==> src/sv/pfb_pkg.sv <==
`default_nettype none

package pfb_pkg;

    localparam int TEX_W    = 16;
    localparam int IDX16_W  = 16;
    localparam int STATE_W  = 32;
    localparam int COUNT_W  = 7;
    localparam int REM_W    = 6;
    localparam int NIDX_W   = 8;
    localparam int BIDX_W   = 14;
    localparam int BVTX_W   = 13;

    localparam int APB_ADDR_W = 4;
    localparam int APB_DATA_W = 32;
    localparam int REG_IDX_W  = 2;

    localparam logic [REG_IDX_W-1:0] REG_COPY_MODE     = 2'd0;
    localparam logic [REG_IDX_W-1:0] REG_LIGHTMAP_VIEW = 2'd1;
    localparam logic [REG_IDX_W-1:0] REG_WHITE_TEXTURE = 2'd2;

    localparam logic OP_DRAW  = 1'b0;
    localparam logic OP_FLUSH = 1'b1;

    localparam logic KIND_TRI   = 1'b0;
    localparam logic KIND_FLUSH = 1'b1;

    localparam logic [COUNT_W-1:0] MIN_POLY_VERTICES = 7'd3;

    typedef struct packed {
        logic capture;
        logic eval;
        logic flush_load;
        logic commit;
        logic tri_load;
    } pfb_cmd_t;

    typedef struct packed {
        logic degenerate;
        logic flush_op;
        logic emit_flush;
        logic tri_last;
        logic out_free;
    } pfb_status_t;

endpackage

`default_nettype wire

==> src/sv/pfb_ctrl.sv <==
`default_nettype none

module pfb_ctrl (
    input  wire logic                aclk,
    input  wire logic                aresetn,
    input  wire logic                s_valid,
    output logic                     s_ready,
    input  wire pfb_pkg::pfb_status_t status,
    output pfb_pkg::pfb_cmd_t        cmd
);

    localparam logic [1:0] ST_IDLE = 2'd0;
    localparam logic [1:0] ST_EVAL = 2'd1;
    localparam logic [1:0] ST_ACT  = 2'd2;
    localparam logic [1:0] ST_TRI  = 2'd3;

    logic [1:0] state_reg;
    logic [1:0] state_next;

    assign s_ready = (state_reg == ST_IDLE);

    always_comb begin
        state_next = state_reg;
        cmd        = '0;
        unique case (state_reg)
            ST_IDLE: begin
                if (s_valid) begin
                    cmd.capture = 1'b1;
                    state_next  = ST_EVAL;
                end
            end
            ST_EVAL: begin
                cmd.eval   = 1'b1;
                state_next = ST_ACT;
            end
            ST_ACT: begin
                if (status.degenerate) begin
                    state_next = ST_IDLE;
                end else if (!status.emit_flush || status.out_free) begin
                    // flush result leaves with the old batch, then update it
                    cmd.flush_load = status.emit_flush;
                    cmd.commit     = 1'b1;
                    state_next     = status.flush_op ? ST_IDLE : ST_TRI;
                end
            end
            ST_TRI: begin
                if (status.out_free) begin
                    cmd.tri_load = 1'b1;
                    if (status.tri_last) begin
                        state_next = ST_IDLE;
                    end
                end
            end
            default: begin
                state_next = ST_IDLE;
            end
        endcase
    end

    always_ff @(posedge aclk) begin
        if (!aresetn) begin
            state_reg <= ST_IDLE;
        end else begin
            state_reg <= state_next;
        end
    end

endmodule

`default_nettype wire

==> src/sv/pfb_datapath.sv <==
`default_nettype none

module pfb_datapath #(
    parameter int MAX_INDICES       = 8192,
    parameter int MAX_VERTICES      = 4096,
    parameter int MAX_POLY_VERTICES = 64
) (
    input  wire logic                              aclk,
    input  wire logic                              aresetn,
    input  wire pfb_pkg::pfb_cmd_t                 cmd,
    output pfb_pkg::pfb_status_t                   status,
    input  wire logic                              copy_mode,
    input  wire logic                              lightmap_view,
    input  wire logic [pfb_pkg::TEX_W-1:0]         white_texture,
    input  wire logic                              s_operation,
    input  wire logic [pfb_pkg::IDX16_W-1:0]       s_first_vertex,
    input  wire logic [pfb_pkg::COUNT_W-1:0]       s_vertex_count,
    input  wire logic [pfb_pkg::TEX_W-1:0]         s_base_texture,
    input  wire logic [pfb_pkg::TEX_W-1:0]         s_light_texture,
    input  wire logic [pfb_pkg::STATE_W-1:0]       s_render_state,
    output logic                                   m_valid,
    input  wire logic                              m_ready,
    output logic                                   m_kind,
    output logic [pfb_pkg::IDX16_W-1:0]            m_index_a,
    output logic [pfb_pkg::IDX16_W-1:0]            m_index_b,
    output logic [pfb_pkg::IDX16_W-1:0]            m_index_c,
    output logic [pfb_pkg::BIDX_W-1:0]             m_batch_indices,
    output logic [pfb_pkg::BVTX_W-1:0]             m_batch_vertices,
    output logic [pfb_pkg::TEX_W-1:0]              m_batch_base_texture,
    output logic [pfb_pkg::TEX_W-1:0]              m_batch_light_texture,
    output logic [pfb_pkg::STATE_W-1:0]            m_batch_state,
    output logic                                   m_last
);

    localparam int IDX_W = $clog2(MAX_INDICES + 1);
    localparam int VTX_W = $clog2(MAX_VERTICES + 1);

    // captured item
    logic                          op_reg;
    logic [pfb_pkg::IDX16_W-1:0]   first_reg;
    logic [pfb_pkg::COUNT_W-1:0]   cnt_reg;
    logic [pfb_pkg::TEX_W-1:0]     btex_reg;
    logic [pfb_pkg::TEX_W-1:0]     ltex_reg;
    logic [pfb_pkg::STATE_W-1:0]   sbits_reg;
    logic                          degen_reg;
    logic [pfb_pkg::COUNT_W-1:0]   cnt_sat;
    logic [pfb_pkg::TEX_W-1:0]     btex_sel;

    // decision flags
    logic flush_cond_reg;
    logic emit_flush_reg;

    // batch state
    logic [pfb_pkg::TEX_W-1:0]     cur_base_reg, cur_base_next;
    logic [pfb_pkg::TEX_W-1:0]     cur_light_reg, cur_light_next;
    logic [pfb_pkg::STATE_W-1:0]   cur_state_reg, cur_state_next;
    logic [IDX_W-1:0]              index_total_reg, index_total_next;
    logic [VTX_W-1:0]              vertex_total_reg, vertex_total_next;

    // fan walk
    logic [pfb_pkg::IDX16_W-1:0]   apex_reg, apex_next;
    logic [pfb_pkg::IDX16_W-1:0]   b_run_reg, b_run_next;
    logic [pfb_pkg::REM_W-1:0]     rem_reg, rem_next;

    // output register
    logic                          m_valid_reg, m_valid_next;
    logic                          kind_reg;
    logic [pfb_pkg::IDX16_W-1:0]   idx_a_reg, idx_b_reg, idx_c_reg;
    logic [pfb_pkg::BIDX_W-1:0]    bidx_reg;
    logic [pfb_pkg::BVTX_W-1:0]    bvtx_reg;
    logic [pfb_pkg::TEX_W-1:0]     bbase_reg, blight_reg;
    logic [pfb_pkg::STATE_W-1:0]   bstate_reg;
    logic                          last_reg;

    logic [pfb_pkg::COUNT_W-1:0]   ntris;
    logic [pfb_pkg::NIDX_W-1:0]    nidx;
    logic                          mismatch;
    logic [IDX_W:0]                idx_sum;
    logic [VTX_W:0]                vtx_sum;
    logic                          flush_cond_eval;
    logic [IDX_W-1:0]              idx_base;
    logic [VTX_W-1:0]              vtx_base;
    logic [pfb_pkg::IDX16_W-1:0]   apex_calc;
    logic                          out_free;

    assign cnt_sat  = (s_vertex_count > pfb_pkg::COUNT_W'(MAX_POLY_VERTICES))
                    ? pfb_pkg::COUNT_W'(MAX_POLY_VERTICES) : s_vertex_count;
    assign btex_sel = (lightmap_view && (s_light_texture != '0))
                    ? white_texture : s_base_texture;

    always_ff @(posedge aclk) begin
        if (cmd.capture) begin
            op_reg    <= s_operation;
            first_reg <= s_first_vertex;
            cnt_reg   <= cnt_sat;
            btex_reg  <= btex_sel;
            ltex_reg  <= s_light_texture;
            sbits_reg <= s_render_state;
            degen_reg <= (s_operation == pfb_pkg::OP_DRAW)
                      && (s_vertex_count < pfb_pkg::MIN_POLY_VERTICES);
        end
    end

    assign ntris    = cnt_reg - 7'd2;
    assign nidx     = (pfb_pkg::NIDX_W'(ntris) << 1) + pfb_pkg::NIDX_W'(ntris);
    assign mismatch = (cur_base_reg != btex_reg) || (cur_light_reg != ltex_reg)
                   || (cur_state_reg != sbits_reg);
    assign idx_sum  = (IDX_W+1)'(index_total_reg) + (IDX_W+1)'(nidx);
    assign vtx_sum  = (VTX_W+1)'(vertex_total_reg) + (VTX_W+1)'(cnt_reg);

    // a vertex overflow after a main flush cannot happen, so OR the two
    assign flush_cond_eval = mismatch || (idx_sum > (IDX_W+1)'(MAX_INDICES))
                          || (copy_mode && (vtx_sum > (VTX_W+1)'(MAX_VERTICES)));

    always_ff @(posedge aclk) begin
        if (cmd.eval) begin
            flush_cond_reg <= flush_cond_eval;
            emit_flush_reg <= (op_reg || flush_cond_eval) && (index_total_reg != '0);
        end
    end

    assign idx_base  = flush_cond_reg ? '0 : index_total_reg;
    assign vtx_base  = flush_cond_reg ? '0 : vertex_total_reg;
    assign apex_calc = copy_mode ? pfb_pkg::IDX16_W'(vtx_base) : first_reg;

    always_comb begin
        cur_base_next     = cur_base_reg;
        cur_light_next    = cur_light_reg;
        cur_state_next    = cur_state_reg;
        index_total_next  = index_total_reg;
        vertex_total_next = vertex_total_reg;
        apex_next         = apex_reg;
        b_run_next        = b_run_reg;
        rem_next          = rem_reg;
        if (cmd.commit) begin
            if (op_reg == pfb_pkg::OP_FLUSH) begin
                cur_base_next     = '0;
                cur_light_next    = '0;
                cur_state_next    = '0;
                index_total_next  = '0;
                vertex_total_next = '0;
            end else begin
                cur_base_next     = btex_reg;
                cur_light_next    = ltex_reg;
                cur_state_next    = sbits_reg;
                index_total_next  = idx_base + IDX_W'(nidx);
                vertex_total_next = copy_mode ? vtx_base + VTX_W'(cnt_reg) : vtx_base;
                apex_next         = apex_calc;
                b_run_next        = apex_calc + 16'd1;
                rem_next          = pfb_pkg::REM_W'(ntris);
            end
        end else if (cmd.tri_load) begin
            b_run_next = b_run_reg + 16'd1;
            rem_next   = rem_reg - 6'd1;
        end
    end

    always_ff @(posedge aclk) begin
        if (!aresetn) begin
            cur_base_reg     <= '0;
            cur_light_reg    <= '0;
            cur_state_reg    <= '0;
            index_total_reg  <= '0;
            vertex_total_reg <= '0;
            rem_reg          <= '0;
        end else begin
            cur_base_reg     <= cur_base_next;
            cur_light_reg    <= cur_light_next;
            cur_state_reg    <= cur_state_next;
            index_total_reg  <= index_total_next;
            vertex_total_reg <= vertex_total_next;
            rem_reg          <= rem_next;
        end
    end

    always_ff @(posedge aclk) begin
        apex_reg  <= apex_next;
        b_run_reg <= b_run_next;
    end

    assign out_free = !m_valid_reg || m_ready;

    always_comb begin
        m_valid_next = m_valid_reg;
        if (cmd.flush_load || cmd.tri_load) begin
            m_valid_next = 1'b1;
        end else if (m_ready) begin
            m_valid_next = 1'b0;
        end
    end

    always_ff @(posedge aclk) begin
        if (!aresetn) begin
            m_valid_reg <= 1'b0;
        end else begin
            m_valid_reg <= m_valid_next;
        end
    end

    always_ff @(posedge aclk) begin
        if (cmd.flush_load) begin
            kind_reg   <= pfb_pkg::KIND_FLUSH;
            idx_a_reg  <= '0;
            idx_b_reg  <= '0;
            idx_c_reg  <= '0;
            bidx_reg   <= pfb_pkg::BIDX_W'(index_total_reg);
            bvtx_reg   <= pfb_pkg::BVTX_W'(vertex_total_reg);
            bbase_reg  <= cur_base_reg;
            blight_reg <= cur_light_reg;
            bstate_reg <= cur_state_reg;
            last_reg   <= op_reg;
        end else if (cmd.tri_load) begin
            kind_reg   <= pfb_pkg::KIND_TRI;
            idx_a_reg  <= apex_reg;
            idx_b_reg  <= b_run_reg;
            idx_c_reg  <= b_run_reg + 16'd1;
            bidx_reg   <= '0;
            bvtx_reg   <= '0;
            bbase_reg  <= '0;
            blight_reg <= '0;
            bstate_reg <= '0;
            last_reg   <= (rem_reg == 6'd1);
        end
    end

    assign m_valid               = m_valid_reg;
    assign m_kind                = kind_reg;
    assign m_index_a             = idx_a_reg;
    assign m_index_b             = idx_b_reg;
    assign m_index_c             = idx_c_reg;
    assign m_batch_indices       = bidx_reg;
    assign m_batch_vertices      = bvtx_reg;
    assign m_batch_base_texture  = bbase_reg;
    assign m_batch_light_texture = blight_reg;
    assign m_batch_state         = bstate_reg;
    assign m_last                = last_reg;

    assign status.degenerate = degen_reg;
    assign status.flush_op   = (op_reg == pfb_pkg::OP_FLUSH);
    assign status.emit_flush = emit_flush_reg;
    assign status.tri_last   = (rem_reg == 6'd1);
    assign status.out_free   = out_free;

    a_index_bound: assert property (@(posedge aclk) disable iff (!aresetn)
        index_total_reg <= IDX_W'(MAX_INDICES))
        else $error("index total above store size");

    a_vertex_bound: assert property (@(posedge aclk) disable iff (!aresetn)
        vertex_total_reg <= VTX_W'(MAX_VERTICES))
        else $error("vertex total above store size");

    a_flush_nonempty: assert property (@(posedge aclk) disable iff (!aresetn)
        cmd.flush_load |-> (index_total_reg != '0))
        else $error("flush of an empty batch");

    a_tri_pending: assert property (@(posedge aclk) disable iff (!aresetn)
        cmd.tri_load |-> (rem_reg != '0) && out_free)
        else $error("triangle load with none left or output busy");

endmodule

`default_nettype wire

==> src/sv/polygon_fan_batcher.sv <==
// Triangle fan to triangle-list batcher.
// Input channel (s_*): one item per transfer, either a draw polygon (first
// vertex, vertex count, textures, render state) or a flush request.
// Result channel (m_*): an optional batch-flush result, then count-2 triangle
// index triples; m_last marks the final result of an item. A flush item
// or a polygon with fewer than three vertices may produce no result at all.
// Configuration: APB registers copy_mode (0x0), lightmap_view (0x4) and
// white_texture (0x8); write them only while the block is idle.
// Sequence: an item is captured on transfer (IDLE), evaluated in EVAL, the
// flush result (if any) is loaded with the commit in ACT, then TRI loads one
// triangle per cycle while the output register is free. A polygon of n
// vertices yields n-2 triangles after capture, compare and commit; a flush
// or dropped item ends after ACT. The sequencer handles one item at a
// time. The results sit in a single output register; while it is full and
// m_ready is low the sequencer holds and no result is lost.
// Reset (aresetn low, synchronous) clears the registers, the batch textures,
// state bits and counts, and empties the output register.
`default_nettype none

module polygon_fan_batcher #(
    parameter int MAX_INDICES       = 8192,
    parameter int MAX_VERTICES      = 4096,
    parameter int MAX_POLY_VERTICES = 64
) (
    input  wire logic                              aclk,
    input  wire logic                              aresetn,
    input  wire logic                              psel,
    input  wire logic                              penable,
    input  wire logic                              pwrite,
    input  wire logic [pfb_pkg::APB_ADDR_W-1:0]    paddr,
    input  wire logic [pfb_pkg::APB_DATA_W-1:0]    pwdata,
    output logic [pfb_pkg::APB_DATA_W-1:0]         prdata,
    output logic                                   pready,
    input  wire logic                              s_valid,
    output logic                                   s_ready,
    input  wire logic                              s_operation,
    input  wire logic [pfb_pkg::IDX16_W-1:0]       s_first_vertex,
    input  wire logic [pfb_pkg::COUNT_W-1:0]       s_vertex_count,
    input  wire logic [pfb_pkg::TEX_W-1:0]         s_base_texture,
    input  wire logic [pfb_pkg::TEX_W-1:0]         s_light_texture,
    input  wire logic [pfb_pkg::STATE_W-1:0]       s_render_state,
    output logic                                   m_valid,
    input  wire logic                              m_ready,
    output logic                                   m_kind,
    output logic [pfb_pkg::IDX16_W-1:0]            m_index_a,
    output logic [pfb_pkg::IDX16_W-1:0]            m_index_b,
    output logic [pfb_pkg::IDX16_W-1:0]            m_index_c,
    output logic [pfb_pkg::BIDX_W-1:0]             m_batch_indices,
    output logic [pfb_pkg::BVTX_W-1:0]             m_batch_vertices,
    output logic [pfb_pkg::TEX_W-1:0]              m_batch_base_texture,
    output logic [pfb_pkg::TEX_W-1:0]              m_batch_light_texture,
    output logic [pfb_pkg::STATE_W-1:0]            m_batch_state,
    output logic                                   m_last
);

    logic                          copy_mode_reg, copy_mode_next;
    logic                          lightmap_view_reg, lightmap_view_next;
    logic [pfb_pkg::TEX_W-1:0]     white_texture_reg, white_texture_next;
    logic                          cfg_write;
    logic [pfb_pkg::REG_IDX_W-1:0] reg_idx;

    pfb_pkg::pfb_cmd_t    cmd;
    pfb_pkg::pfb_status_t status;

    assign pready    = 1'b1;
    assign cfg_write = psel && penable && pwrite;
    assign reg_idx   = paddr[pfb_pkg::APB_ADDR_W-1:2];

    always_comb begin
        copy_mode_next     = copy_mode_reg;
        lightmap_view_next = lightmap_view_reg;
        white_texture_next = white_texture_reg;
        if (cfg_write) begin
            unique case (reg_idx)
                pfb_pkg::REG_COPY_MODE:     copy_mode_next     = pwdata[0];
                pfb_pkg::REG_LIGHTMAP_VIEW: lightmap_view_next = pwdata[0];
                pfb_pkg::REG_WHITE_TEXTURE: white_texture_next = pwdata[pfb_pkg::TEX_W-1:0];
                default: begin
                end
            endcase
        end
    end

    always_ff @(posedge aclk) begin
        if (!aresetn) begin
            copy_mode_reg     <= 1'b0;
            lightmap_view_reg <= 1'b0;
            white_texture_reg <= '0;
        end else begin
            copy_mode_reg     <= copy_mode_next;
            lightmap_view_reg <= lightmap_view_next;
            white_texture_reg <= white_texture_next;
        end
    end

    always_comb begin
        unique case (reg_idx)
            pfb_pkg::REG_COPY_MODE:     prdata = pfb_pkg::APB_DATA_W'(copy_mode_reg);
            pfb_pkg::REG_LIGHTMAP_VIEW: prdata = pfb_pkg::APB_DATA_W'(lightmap_view_reg);
            pfb_pkg::REG_WHITE_TEXTURE: prdata = pfb_pkg::APB_DATA_W'(white_texture_reg);
            default:                    prdata = '0;
        endcase
    end

    pfb_ctrl u_ctrl (
        .aclk    (aclk),
        .aresetn (aresetn),
        .s_valid (s_valid),
        .s_ready (s_ready),
        .status  (status),
        .cmd     (cmd)
    );

    pfb_datapath #(
        .MAX_INDICES       (MAX_INDICES),
        .MAX_VERTICES      (MAX_VERTICES),
        .MAX_POLY_VERTICES (MAX_POLY_VERTICES)
    ) u_datapath (
        .aclk                  (aclk),
        .aresetn               (aresetn),
        .cmd                   (cmd),
        .status                (status),
        .copy_mode             (copy_mode_reg),
        .lightmap_view         (lightmap_view_reg),
        .white_texture         (white_texture_reg),
        .s_operation           (s_operation),
        .s_first_vertex        (s_first_vertex),
        .s_vertex_count        (s_vertex_count),
        .s_base_texture        (s_base_texture),
        .s_light_texture       (s_light_texture),
        .s_render_state        (s_render_state),
        .m_valid               (m_valid),
        .m_ready               (m_ready),
        .m_kind                (m_kind),
        .m_index_a             (m_index_a),
        .m_index_b             (m_index_b),
        .m_index_c             (m_index_c),
        .m_batch_indices       (m_batch_indices),
        .m_batch_vertices      (m_batch_vertices),
        .m_batch_base_texture  (m_batch_base_texture),
        .m_batch_light_texture (m_batch_light_texture),
        .m_batch_state         (m_batch_state),
        .m_last                (m_last)
    );

endmodule

`default_nettype wire

==> config.mk <==
export PLATFORM = sky130hd
export DESIGN_NAME = polygon_fan_batcher
export DESIGN_NICKNAME = d
export VERILOG_FILES = /design/src/sv/pfb_pkg.sv /design/src/sv/pfb_ctrl.sv /design/src/sv/pfb_datapath.sv /design/src/sv/polygon_fan_batcher.sv
export SDC_FILE = /design/constraint.sdc
export NUM_CORES = 1
export LEC_CHECK = 0
export BUFFER_PORTS_ARGS = -buffer_cell sky130_fd_sc_hd__buf_2
export CORE_MARGIN = 2
export CORE_UTILIZATION = 32
export DETAILED_ROUTE_END_ITERATION = 8
export GPL_ROUTABILITY_DRIVEN = 0
export SYNTH_ARGS = -nofsm -noshare
export SYNTH_HDL_FRONTEND = slang
export SYNTH_HIERARCHICAL = 1
export SYNTH_SLANG_ARGS = --single-unit
==> constraint.sdc <==
create_clock -name aclk -period 17.7 [get_ports aclk]
set_input_delay 0.885 -clock aclk [delete_from_list [all_inputs] [get_ports aclk]]
set_output_delay 0.885 -clock aclk [all_outputs]
set_load 0.02 [all_outputs]
==> results of run 1 <==
per-layer routing:
metal / part of all wire (%) / wire (um) / vias to the layer above
met5: 0.055 / 27 / -
met4: 1.5 / 745 / 4
met3: 6.7 / 3310 / 61
met2: 47 / 23300 / 380
met1: 45 / 22000 / 6158
li1: - / - / 6108
through the flow:
| step | util, % | power, mW | instance area, um2 | setup slack [ns] |
|---|---|---|---|---|
| 2_1_floorplan | - | 1.27 | 17700 | 9.70 |
| 3_3_place_gp | 35.7 | 1.37 | 19600 | 13.10 |
| 3_5_place_dp | 35.7 | 1.38 | 19600 | 13.10 |
| 4_1_cts | 38.3 | 2.29 | 21000 | 13.07 |
| 5_1_grt | 38.3 | 2.36 | 21000 | 12.66 |
| 6_report | 38.3 | 2.26 | 21000 | 13.04 |
worst max-delay path by stage:
stage                                        start                             endpoint  cells past startpoint  slack [ns]
5_1_grt        u_datapath/cnt_reg[1]$_SDFFCE_PN0P_  u_datapath/emit_flush_reg$_DFFE_PP_                     20       12.66
6_report       u_datapath/cnt_reg[1]$_SDFFCE_PN0P_  u_datapath/emit_flush_reg$_DFFE_PP_                     20       13.04
4_1_cts        u_datapath/cnt_reg[1]$_SDFFCE_PN0P_  u_datapath/emit_flush_reg$_DFFE_PP_                     20       13.07
2_1_floorplan                              s_valid     u_datapath/btex_reg[0]$_DFFE_PP_                      1        9.70
3_3_place_gp   u_datapath/cnt_reg[1]$_SDFFCE_PN0P_  u_datapath/emit_flush_reg$_DFFE_PP_                     20       13.10
3_5_place_dp   u_datapath/cnt_reg[1]$_SDFFCE_PN0P_  u_datapath/emit_flush_reg$_DFFE_PP_                     20       13.10
cell families after synthesis:
| logic type | Yosys count |
|---|---|
| buffers and inverters | 145 |
| adders and majority gates | 46 |
| other | 2 |
| muxes | 94 |
| and+or+nand+nor | 546 |
| AOI/OAI and AO/OA | 251 |
| xor gates and xnor gates | 119 |
| DFF | 382 |
cell type report:
class | count | area [um2] | area share [%]
clock buffer | 63 | 1270 | 6.06
multi-input combinational | 1073 | 7290 | 34.7
sequential | 382 | 9800 | 46.6
antenna | 1 | 2.50 | 0.0119
timing repair buffer | 284 | 1450 | 6.91
inverter | 42 | 163 | 0.773
clock inverter | 19 | 171 | 0.815
tap | 704 | 881 | 4.19
cell usage in the layout (no fill, tap or decap), types with 11 or more instances in the layout:
cell	count
nor4_1	26
ha_1	42
a211oi_1	20
mux2i_1	74
clkbuf_16	46
mux2_2	20
dfxtp_1	167
and2_2	16
edfxtp_1	215
clkbuf_1	11
a21oi_1	48
nand2b_1	14
a22oi_1	69
and2_1	100
buf_2	271
nor2_1	177
nand2_1	89
inv_1	38
buf_4	13
nor2b_1	35
conb_1	17
nand3_1	20
nor3_1	18
xor2_1	82
xnor2_1	37
o21ai_0	26
critical path, cell delays in order (launching register included):
cell	delay [ns]
edfxtp_1	0.54
inv_1	0.31
ha_1	0.25
xor2_1	0.26
ha_1	0.30
inv_1	0.08
nor2_1	0.05
o21a_1	0.16
nor2_1	0.15
o21bai_1	0.10
a21oi_1	0.18
xnor2_1	0.23
ha_1	0.36
a21oi_1	0.26
o211a_1	0.19
a211oi_1	0.07
a311oi_1	0.28
nand2_1	0.10
a211oi_2	0.23
o21ai_2	0.10
o21a_1	0.18
power groups by stage:
| stage | registers, mW | logic [mW] | clock network [mW] |
|---|---|---|---|
| 2_1_floorplan | 1.10 | 0.167 | 0 |
| 3_3_place_gp | 1.06 | 0.310 | 0 |
| 3_5_place_dp | 1.06 | 0.315 | 0 |
| 4_1_cts | 1.04 | 0.317 | 0.929 |
| 5_1_grt | 1.05 | 0.345 | 0.964 |
| 6_report | 1.04 | 0.315 | 0.904 |
==> results.yml, run 1 <==
run_status:
  status: "completed"
placement:
  placed_cells: 2485
  hpwl_mm: 34.0
  port_buffers: 271
routing:
  dr_total_vias: 12700
  via_per_inst: 4.95
  drcViolationCount: 0
  drt_wl_total_mm: 49.5
  drt_first_pass_iters: 6
  antenna_left: 0
  wire_per_inst_um: 19.3
  dr.first_iter.drc_count: 781
logic_synthesis:
  syn-cell-area_um2: 17700
  synthMuxAreaShare_pct: 5.46
  syn_avg_cell_area_um2: 11.2
  netlist-cell-type-count: 85
  netlist.top_cell.by_area: "edfxtp_1"
  yosysMostFrequentCell: "edfxtp_1"
  synth-simple-area-share_pct: 15.8
  synth_top_cells_by_count: "215 x edfxtp_1, 177 x nor2_1, 167 x dfxtp_1"
  synth_top_family_by_area: "simple AND/OR/NAND/NOR gates"
  yosysWarnings: 6
  synth_fa_ha_area_share_pct: 3.42
  synth_edf_count: 215
  yosysSeqAreaShare_pct: 55.4
  synth_compound_area_share_pct: 10.1
  async_reset_ff_share_pct: 0
  netlist_instances: 1585
  yosys_register_bits: 382
  synth_xor_area_share_pct: 5.89
  ys.flop_type: "edfxtp_1"
  synth.area.top_cells: "edfxtp_1 37%, dfxtp_1 19%, mux2i_1 4.2%, xor2_1 4.1%, nor2_1 3.8%"
  synth_top_area_share_pct: 36.5
cells_and_area:
  drive_gt1_share_pct: 22.3
  area_delta_synth_final_pct: 18.9
  stdcell_count: 2568
  fill_cells: 5373
  nets: 2005
die:
  core_area_um2: 54900
  rows: 86
  initial_core_util_pct: 32.2
  die_height_um: 239
  fp.dieArea_um2: 57200
  io_pins: 307
  die_x_um: 239
critical_path:
  worstPathRequired_ns: 18.00
  r2r_cells: 20
  critPathKind: "register to register"
  reg2reg_slack_ns: 13.04
  critPathArrivalTime_ns: 4.96
  start_kind: "register"
  end_kind: "register"
  r2r_start: "u_datapath/cnt_reg[1]$_SDFFCE_PN0P_"
  path_max_fanout: 7
  regToRegEndpoint: "u_datapath/emit_flush_reg$_DFFE_PP_"
hold_path:
  hold_depth: 1
  min_path_type: "register to register"
  holdPathEnd: "u_datapath/m_kind$_SDFFE_PP1P_"
  min_from: "u_datapath/m_kind$_SDFFE_PP1P_"
global_routing:
  grtUsageTotal_pct: 16.9
  top_usage_layer: "met2"
  grt_pass1_wl_mm: 73.9
  use_met2_pct: 27.7
  antenna_found_initial: 3
  gr-usage-met3_pct: 4.23
  use_met1_pct: 22.5
  first_global_vias: 12300
  overflow: 0
  grt_max_degree: 110
sta:
  min_period_over_period_pct: 26.3
  rsz0062_at_grt: "false"
  maxSlewHeadroom_pct: 21.1
  hold_viol_final: 0
  skew_ns: 0.0214
  setup_viol: 0
  setup_tns_ns: 0
  clock.fmax_mhz: 215
  period_needed_ns: 4.66
  worst_pin_slew_ns: 1.18
  whs_ns: 0.457
  maxSlewViolCount: 0
power_and_ir_drop:
  seqPwrFrac_pct: 46.1
  power.density_nw_per_um2: 107
  clkPwrFrac_pct: 40.0
  internal_power_mw: 1.65
  comb_power_share_pct: 13.9
  p_sw_mw: 0.609
  switching_share_pct: 26.9
  ir_drop_uv: 58.5
  leakagePower_nw: 8.33
clock_tree:
  cts-resized-gates: 0
  cts_root_buf: "clkbuf_16"
  path_clk_slew_ns: 0.06
  holdBufCountCts: 0
  cts_tree: "done"
  htreeDepth: 2
  clockBufferDepth: 3
  cts_setup_buffers: 0
  clock_sinks: 382
  cts_buffers: 45
  worstSkewPairLatency_ns: 0.56
run:
  drv_cap: 0
Note: power is estimated with default switching activity, not from simulation.
==> run 2, diff against run 1 <==
==> constraint.sdc (replaced) <==
create_clock -name aclk -period 4.3 [get_ports aclk]
set_input_delay 0.215 -clock aclk [delete_from_list [all_inputs] [get_ports aclk]]
set_output_delay 0.215 -clock aclk [all_outputs]
set_load 0.02 [all_outputs]
==> run 2 against run 1 <==
Effect of this change: clock-buffer cell count is 7 lower; routed wire length grew 3.8%; maximum frequency up 13%; critical path type unchanged; critical endpoint unchanged; highest routed layer unchanged.
==> results.yml, run 2 (synthesized netlist as in run 1, its figures left out) <==
run_status:
  status: "completed"
critical_path:
  path_max_fanout: 5
  critPathLaunch: "u_datapath/cnt_reg[2]$_SDFFCE_PN0P_"
  regToRegEndpoint: "u_datapath/emit_flush_reg$_DFFE_PP_"
  critPathArrivalTime_ns: 4.44
  worstPathRequired_ns: 4.62
  end_kind: "register"
  critPathKind: "register to register"
  start_kind: "register"
  critical_path.endpoint: "u_datapath/emit_flush_reg$_DFFE_PP_"
  reg2reg_slack_ns: 0.18
  crit_chain: "inv_2, ha_2, xor2_2, ha_1, inv_1, nor2_1, o21a_1, nor2_2, o21bai_1, a21oi_1, xnor2_1, ha_1, nand2_1, a211o_1, and2_1, a2111o_1, a21oi_1, o21ai_2, o21a_1"
  r2r_start: "u_datapath/cnt_reg[2]$_SDFFCE_PN0P_"
  r2r_cells: 19
  slowest_stage: "edfxtp_1"
  slowest_delay_ns: 0.47
sta:
  setup_viol: 0
  hold_viol_final: 0
  worst_pin_slew_ns: 1.28
  period_needed_ns: 4.12
  clock.fmax_mhz: 242
  skew_ns: 0.0230
  min_period_over_period_pct: 95.9
  maxSlewHeadroom_pct: 14.7
  maxSlewViolCount: 0
cells_and_area:
  multi_input_area_um2: 7320
  fill_cells: 5226
  final_cell_mix: "271 x buf_2, 215 x edfxtp_1, 176 x nor2_1"
  final_common_cell: "buf_2"
  n_antenna_cell: 0
  final_util_pct: 40.5
  stdcell_count: 2689
  area_delta_synth_final_pct: 25.6
  nets: 2127
  postLayoutCellArea_um2: 22200
  seqCellArea_um2: 9800
  drive_gt1_share_pct: 22.2
power_and_ir_drop:
  ir_drop_uv: 248
  power.density_nw_per_um2: 418
  leakagePower_nw: 8.84
placement:
  placed_cells: 2499
  hpwl_mm: 35.2
  post_dp_cell_area_um2: 19700
  port_buffers: 271
clock_tree:
  path_clk_slew_ns: 0.06
  cts_tree: "done"
  htreeDepth: 2
  worstSkewPairLatency_ns: 0.58
  clockBufferDepth: 3
  cts_buffers: 43
  cts_root_buf: "clkbuf_16"
  clock_sinks: 382
die:
  fp.dieArea_um2: 57200
  rows: 86
  die_height_um: 239
  io_pins: 307
  initial_core_util_pct: 32.2
  die_x_um: 239
  core_area_um2: 54900
routing:
  drt_wl_total_mm: 51.3
  dr.first_iter.drc_count: 872
  drt_first_pass_iters: 5
  dr_total_vias: 13300
  antenna_left: 0
  wire_per_inst_um: 19.1
  via_per_inst: 4.94
  drcViolationCount: 0
run:
  drv_cap: 0
global_routing:
  grt_pass1_wl_mm: 78.0
  first_global_vias: 13300
  overflow: 0
  antenna_found_initial: 2
  grtUsageTotal_pct: 17.7
  grt_max_degree: 80
hold_path:
  min_path_type: "primary input to register"
## run 2: routing by layer
metal | share of wire, % | up-vias | wire length [um] | track usage (%)
met5 | 0.058 | - | 30 | 0
met2 | 47 | 391 | 24300 | 29.2
li1 | - | 6355 | - | -
met3 | 5.5 | 79 | 2840 | 3.42
met4 | 2.4 | 4 | 1230 | 5.28
met1 | 45 | 6454 | 22900 | 23.5
## run 2: critical path: cells and delay by family (launching register included)
kind                     cells  cell delay (ns)
AO/OA/AOI/OAI                8             1.63
XOR/XNOR                     2             0.32
flip-flops                   1             0.47
buffers and inverters        2             0.18
AND/OR/NAND/NOR              4             0.41
adder cells (fa/ha/maj)      3             0.87
## run 2: cell type report
cell class | instances | area share, %
flip-flops and latches | 382 | 44.1
multi-input cells | 1073 | 33.0
repair buffers | 408 | 12.0
clock buffers | 56 | 5.11
well taps | 704 | 3.97
clock inverters | 24 | 1.02
inverters | 42 | 0.733
## run 2: how the worst min path moves through the flow
stage	start	end	depth (start not counted)
CTS	s_vertex_count[2]	u_datapath/cnt_reg[2]$_SDFFCE_PN0P_	2
global route	s_vertex_count[2]	u_datapath/cnt_reg[2]$_SDFFCE_PN0P_	2
detailed placement	s_render_state[3]	u_datapath/sbits_reg[3]$_DFFE_PP_	1
global placement	s_render_state[24]	u_datapath/sbits_reg[24]$_DFFE_PP_	1
finish	s_vertex_count[2]	u_datapath/cnt_reg[2]$_SDFFCE_PN0P_	2
floorplan	s_first_vertex[0]	u_datapath/first_reg[0]$_DFFE_PP_	0
## run 2: power by group
| group | total [mW] | internal (mW) | switching (mW) |
|---|---|---|---|
| Combinational | 1.42 | 0.572 | 0.849 |
| Clock | 3.58 | 2.02 | 1.56 |
| Sequential | 4.28 | 4.12 | 0.161 |
| Total | 9.29 | 6.71 | 2.57 |
## run 2: timing repair
action                     in CTS  in global routing
hold endpoints to repair      106                  0
setup endpoints to repair       1                  2
resized for setup               0                  8
setup buffers                   1                  3
pin swaps                       0                  5
hold buffers                  106                  0
## run 2: stage by stage
step / setup TNS [ns] / total power, mW / setup slack (ns) / hold WS, ns
after global placement: 0 / 5.64 / 0.225 / 0.393
after CTS: 0 / 9.37 / 0.0541 / 0.00682
final: 0 / 9.29 / 0.175 / 0.0473
after detailed placement: 0 / 5.68 / 0.0325 / 0.393
after global routing: -0.00424 / 9.70 / -0.00424 / 0.0153
after floorplan: 0 / 5.21 / 0.319 / 0.314
==> run 3, diff against run 2 <==
--- a/config.mk
+++ b/config.mk
@@ -12,5 +12,4 @@
 export GPL_ROUTABILITY_DRIVEN = 0
 export SYNTH_ARGS = -nofsm -noshare
 export SYNTH_HDL_FRONTEND = slang
-export SYNTH_HIERARCHICAL = 1
 export SYNTH_SLANG_ARGS = --single-unit
==> run 3 against run 2 <==
Effect of this change: utilization grew 0.69 points; flip-flop and latch count is the same; synthesized cell count grew 5.7%; first-iteration DRC count grew 6.5%; setup slack gained 0.071 ns; clock-buffer cell count grew 3; sequential power is essentially flat; final area grew 0.14%; register-to-register slack gained 0.07 ns; clock skew shrank 0.0055 ns; global-route usage grew 0.52 points; critical path type unchanged.
==> results.yml, run 3 <==
power_and_ir_drop:
  ir_drop_uv: 283
  power.density_nw_per_um2: 421
  total_power_mw: 9.37
  leakagePower_nw: 8.80
sta:
  worst_pin_slew_ns: 1.07
  setup_tns_ns: 0
  skew_ns: 0.0174
  hold_viol_final: 0
  clock.fmax_mhz: 247
  min_period_over_period_pct: 94.3
  setup_viol: 0
  period_needed_ns: 4.05
  maxSlewHeadroom_pct: 28.6
  maxSlewViolCount: 0
die:
  rows: 85
  fp.dieArea_um2: 56800
  initial_core_util_pct: 32.5
  die_x_um: 238
  die_height_um: 238
  core_area_um2: 54000
  io_pins: 307
clock_tree:
  htreeDepth: 2
  cts_root_buf: "clkbuf_16"
  worstSkewPairLatency_ns: 0.57
  clockBufferDepth: 3
  clock_sinks: 382
  path_clk_slew_ns: 0.06
  cts_tree: "done"
  cts_buffers: 44
logic_synthesis:
  yosysMostFrequentCell: "nand2_1"
  synth_top_cells_by_count: "232 x nand2_1, 215 x edfxtp_1, 167 x dfxtp_1"
  netlist-cell-type-count: 70
  yosysSeqAreaShare_pct: 55.7
  synth_top_area_share_pct: 36.7
  synth.area.top_cells: "edfxtp_1 37%, dfxtp_1 19%, nand2_1 5.0%, xor2_1 4.5%, a21oi_1 3.8%"
  ys.flop_type: "edfxtp_1"
  synth_edf_count: 215
  netlist_instances: 1675
  async_reset_ff_share_pct: 0
  yosys_register_bits: 382
  netlist.top_cell.by_area: "edfxtp_1"
  syn_avg_cell_area_um2: 10.5
  syn-cell-area_um2: 17600
  yosysWarnings: 0
cells_and_area:
  area_delta_synth_final_pct: 26.4
  drive_gt1_share_pct: 20.6
  final_cell_mix: "271 x buf_2, 231 x nand2_1, 215 x edfxtp_1"
  fill_cells: 5136
  final_common_cell: "buf_2"
  nets: 2211
critical_path:
  critPathArrivalTime_ns: 4.37
  crit_chain: "inv_1, ha_1, xor2_1, ha_1, nor2b_1, o21a_1, nor2_1, xnor2_1, buf_4, ha_1, o21ai_0, a21oi_2, a31oi_2, o31a_1, o41ai_2, o211ai_1, o21a_1"
  worstPathRequired_ns: 4.61
  critPathBufInv: 2
  critPathLaunch: "u_datapath.cnt_reg[2]$_SDFFCE_PN0P_"
  path_depth: 17
  cp_common_cell: "ha_1"
  r2r_cells: 17
  path_max_fanout: 5
  slowest_delay_ns: 0.44
  r2r_start: "u_datapath.cnt_reg[2]$_SDFFCE_PN0P_"
  end_kind: "register"
  start_kind: "register"
  critPathKind: "register to register"
  crit_family: "compound AO/OA/AOI/OAI gates"
  slowest_stage: "edfxtp_1"
routing:
  drt_wl_total_mm: 52.8
  dr.first_iter.drc_count: 929
  antenna_left: 0
  dr_total_vias: 13800
  wire_per_inst_um: 19.1
  via_per_inst: 4.98
  drcViolationCount: 0
  drt_first_pass_iters: 5
global_routing:
  grt_max_degree: 70
  overflow: 0
  antenna_found_initial: 2
  first_global_vias: 13600
  grtUsageTotal_pct: 18.2
  grt_pass1_wl_mm: 80.0
placement:
  hpwl_mm: 35.7
  port_buffers: 271
run:
  drv_cap: 0
run_status:
  status: "completed"
hold_path:
  min_path_type: "primary input to register"
  min_from: "s_vertex_count[0]"
  hold_depth: 2
## run 3: cell types whose count changed after synthesis, sizes merged, moves of 11 or more
cell / delta
clkbuf: +20
nand2: +143
buf: -13
a21oi: +84
a22oi: -61
nor2: -103
and2: -11
a211oi: -16
mux2i: -60
nand3b: +65
o21ai: +43
## run 3: repair_timing
item,4_1_cts,5_1_grt
hold buffers,105,0
setup buffers,0,1
endpoints found under the setup margin,0,2
endpoints found under the hold margin,104,0
gates resized for setup,0,8
## run 3: cell families (layout without fill, tap and decap cells)
group | Yosys count | after routing | share of synthesized area [%]
AOI/OAI and AO/OA | 298 | 298 | 9.96
xor gates and xnor gates | 119 | 119 | 5.93
adders and majority gates | 46 | 46 | 3.44
buffers and inverters | 147 | 525 | 3.56
DFF | 382 | 382 | 55.7
muxes | 34 | 34 | 2.12
other | 2 | 18 | 0.0427
and+or+nand+nor | 647 | 647 | 19.2
## run 3: stage by stage
stage	setup WS (ns)	util, %	cell area, um2	std cells	hold WS, ns
global placement	0.328	36.4	19700	2578	0.394
global route	-0.0599	41.1	22200	2764	0.0625
detailed placement	0.230	36.4	19700	2578	0.394
CTS	0.208	41.1	22200	2763	0.0335
floorplan	0.311	-	17600	1690	0.314
finish	0.246	41.2	22200	2765	0.0598
## run 3: power by group
group	switching, mW	internal (mW)
logic	0.820	0.515
registers	0.148	4.11
clock network	1.55	2.23
## run 3: layout make-up
class	instances	area (um2)	area share, %
tap	696	871	3.92
multi-input combinational	1161	7290	32.8
clock inverter	21	201	0.906
timing repair buffer	408	2670	12.0
antenna	1	2.50	0.0113
inverter	37	144	0.647
sequential	382	9800	44.1
clock buffer	59	1250	5.63
## run 3: routing by layer
metal	track usage, %	vias to the layer above	part of all wire (%)
met5	0	-	0.051
met4	6.55	4	3.4
li1	-	6596	-
met3	3.48	106	5.9
met1	25.0	6615	46
met2	28.6	438	45
## run 3: worst paths after layout
kind | slack [ns] | end
setup reg to reg | 0.25 | u_datapath.emit_flush_reg$_DFFE_PN_
hold reg to reg | 0.45 | u_datapath.m_index_a[7]$_SDFFE_PP0P_
setup / recovery | 0.25 | u_datapath.emit_flush_reg$_DFFE_PN_
hold / removal | 0.06 | u_datapath.cnt_reg[0]$_SDFFCE_PN0P_
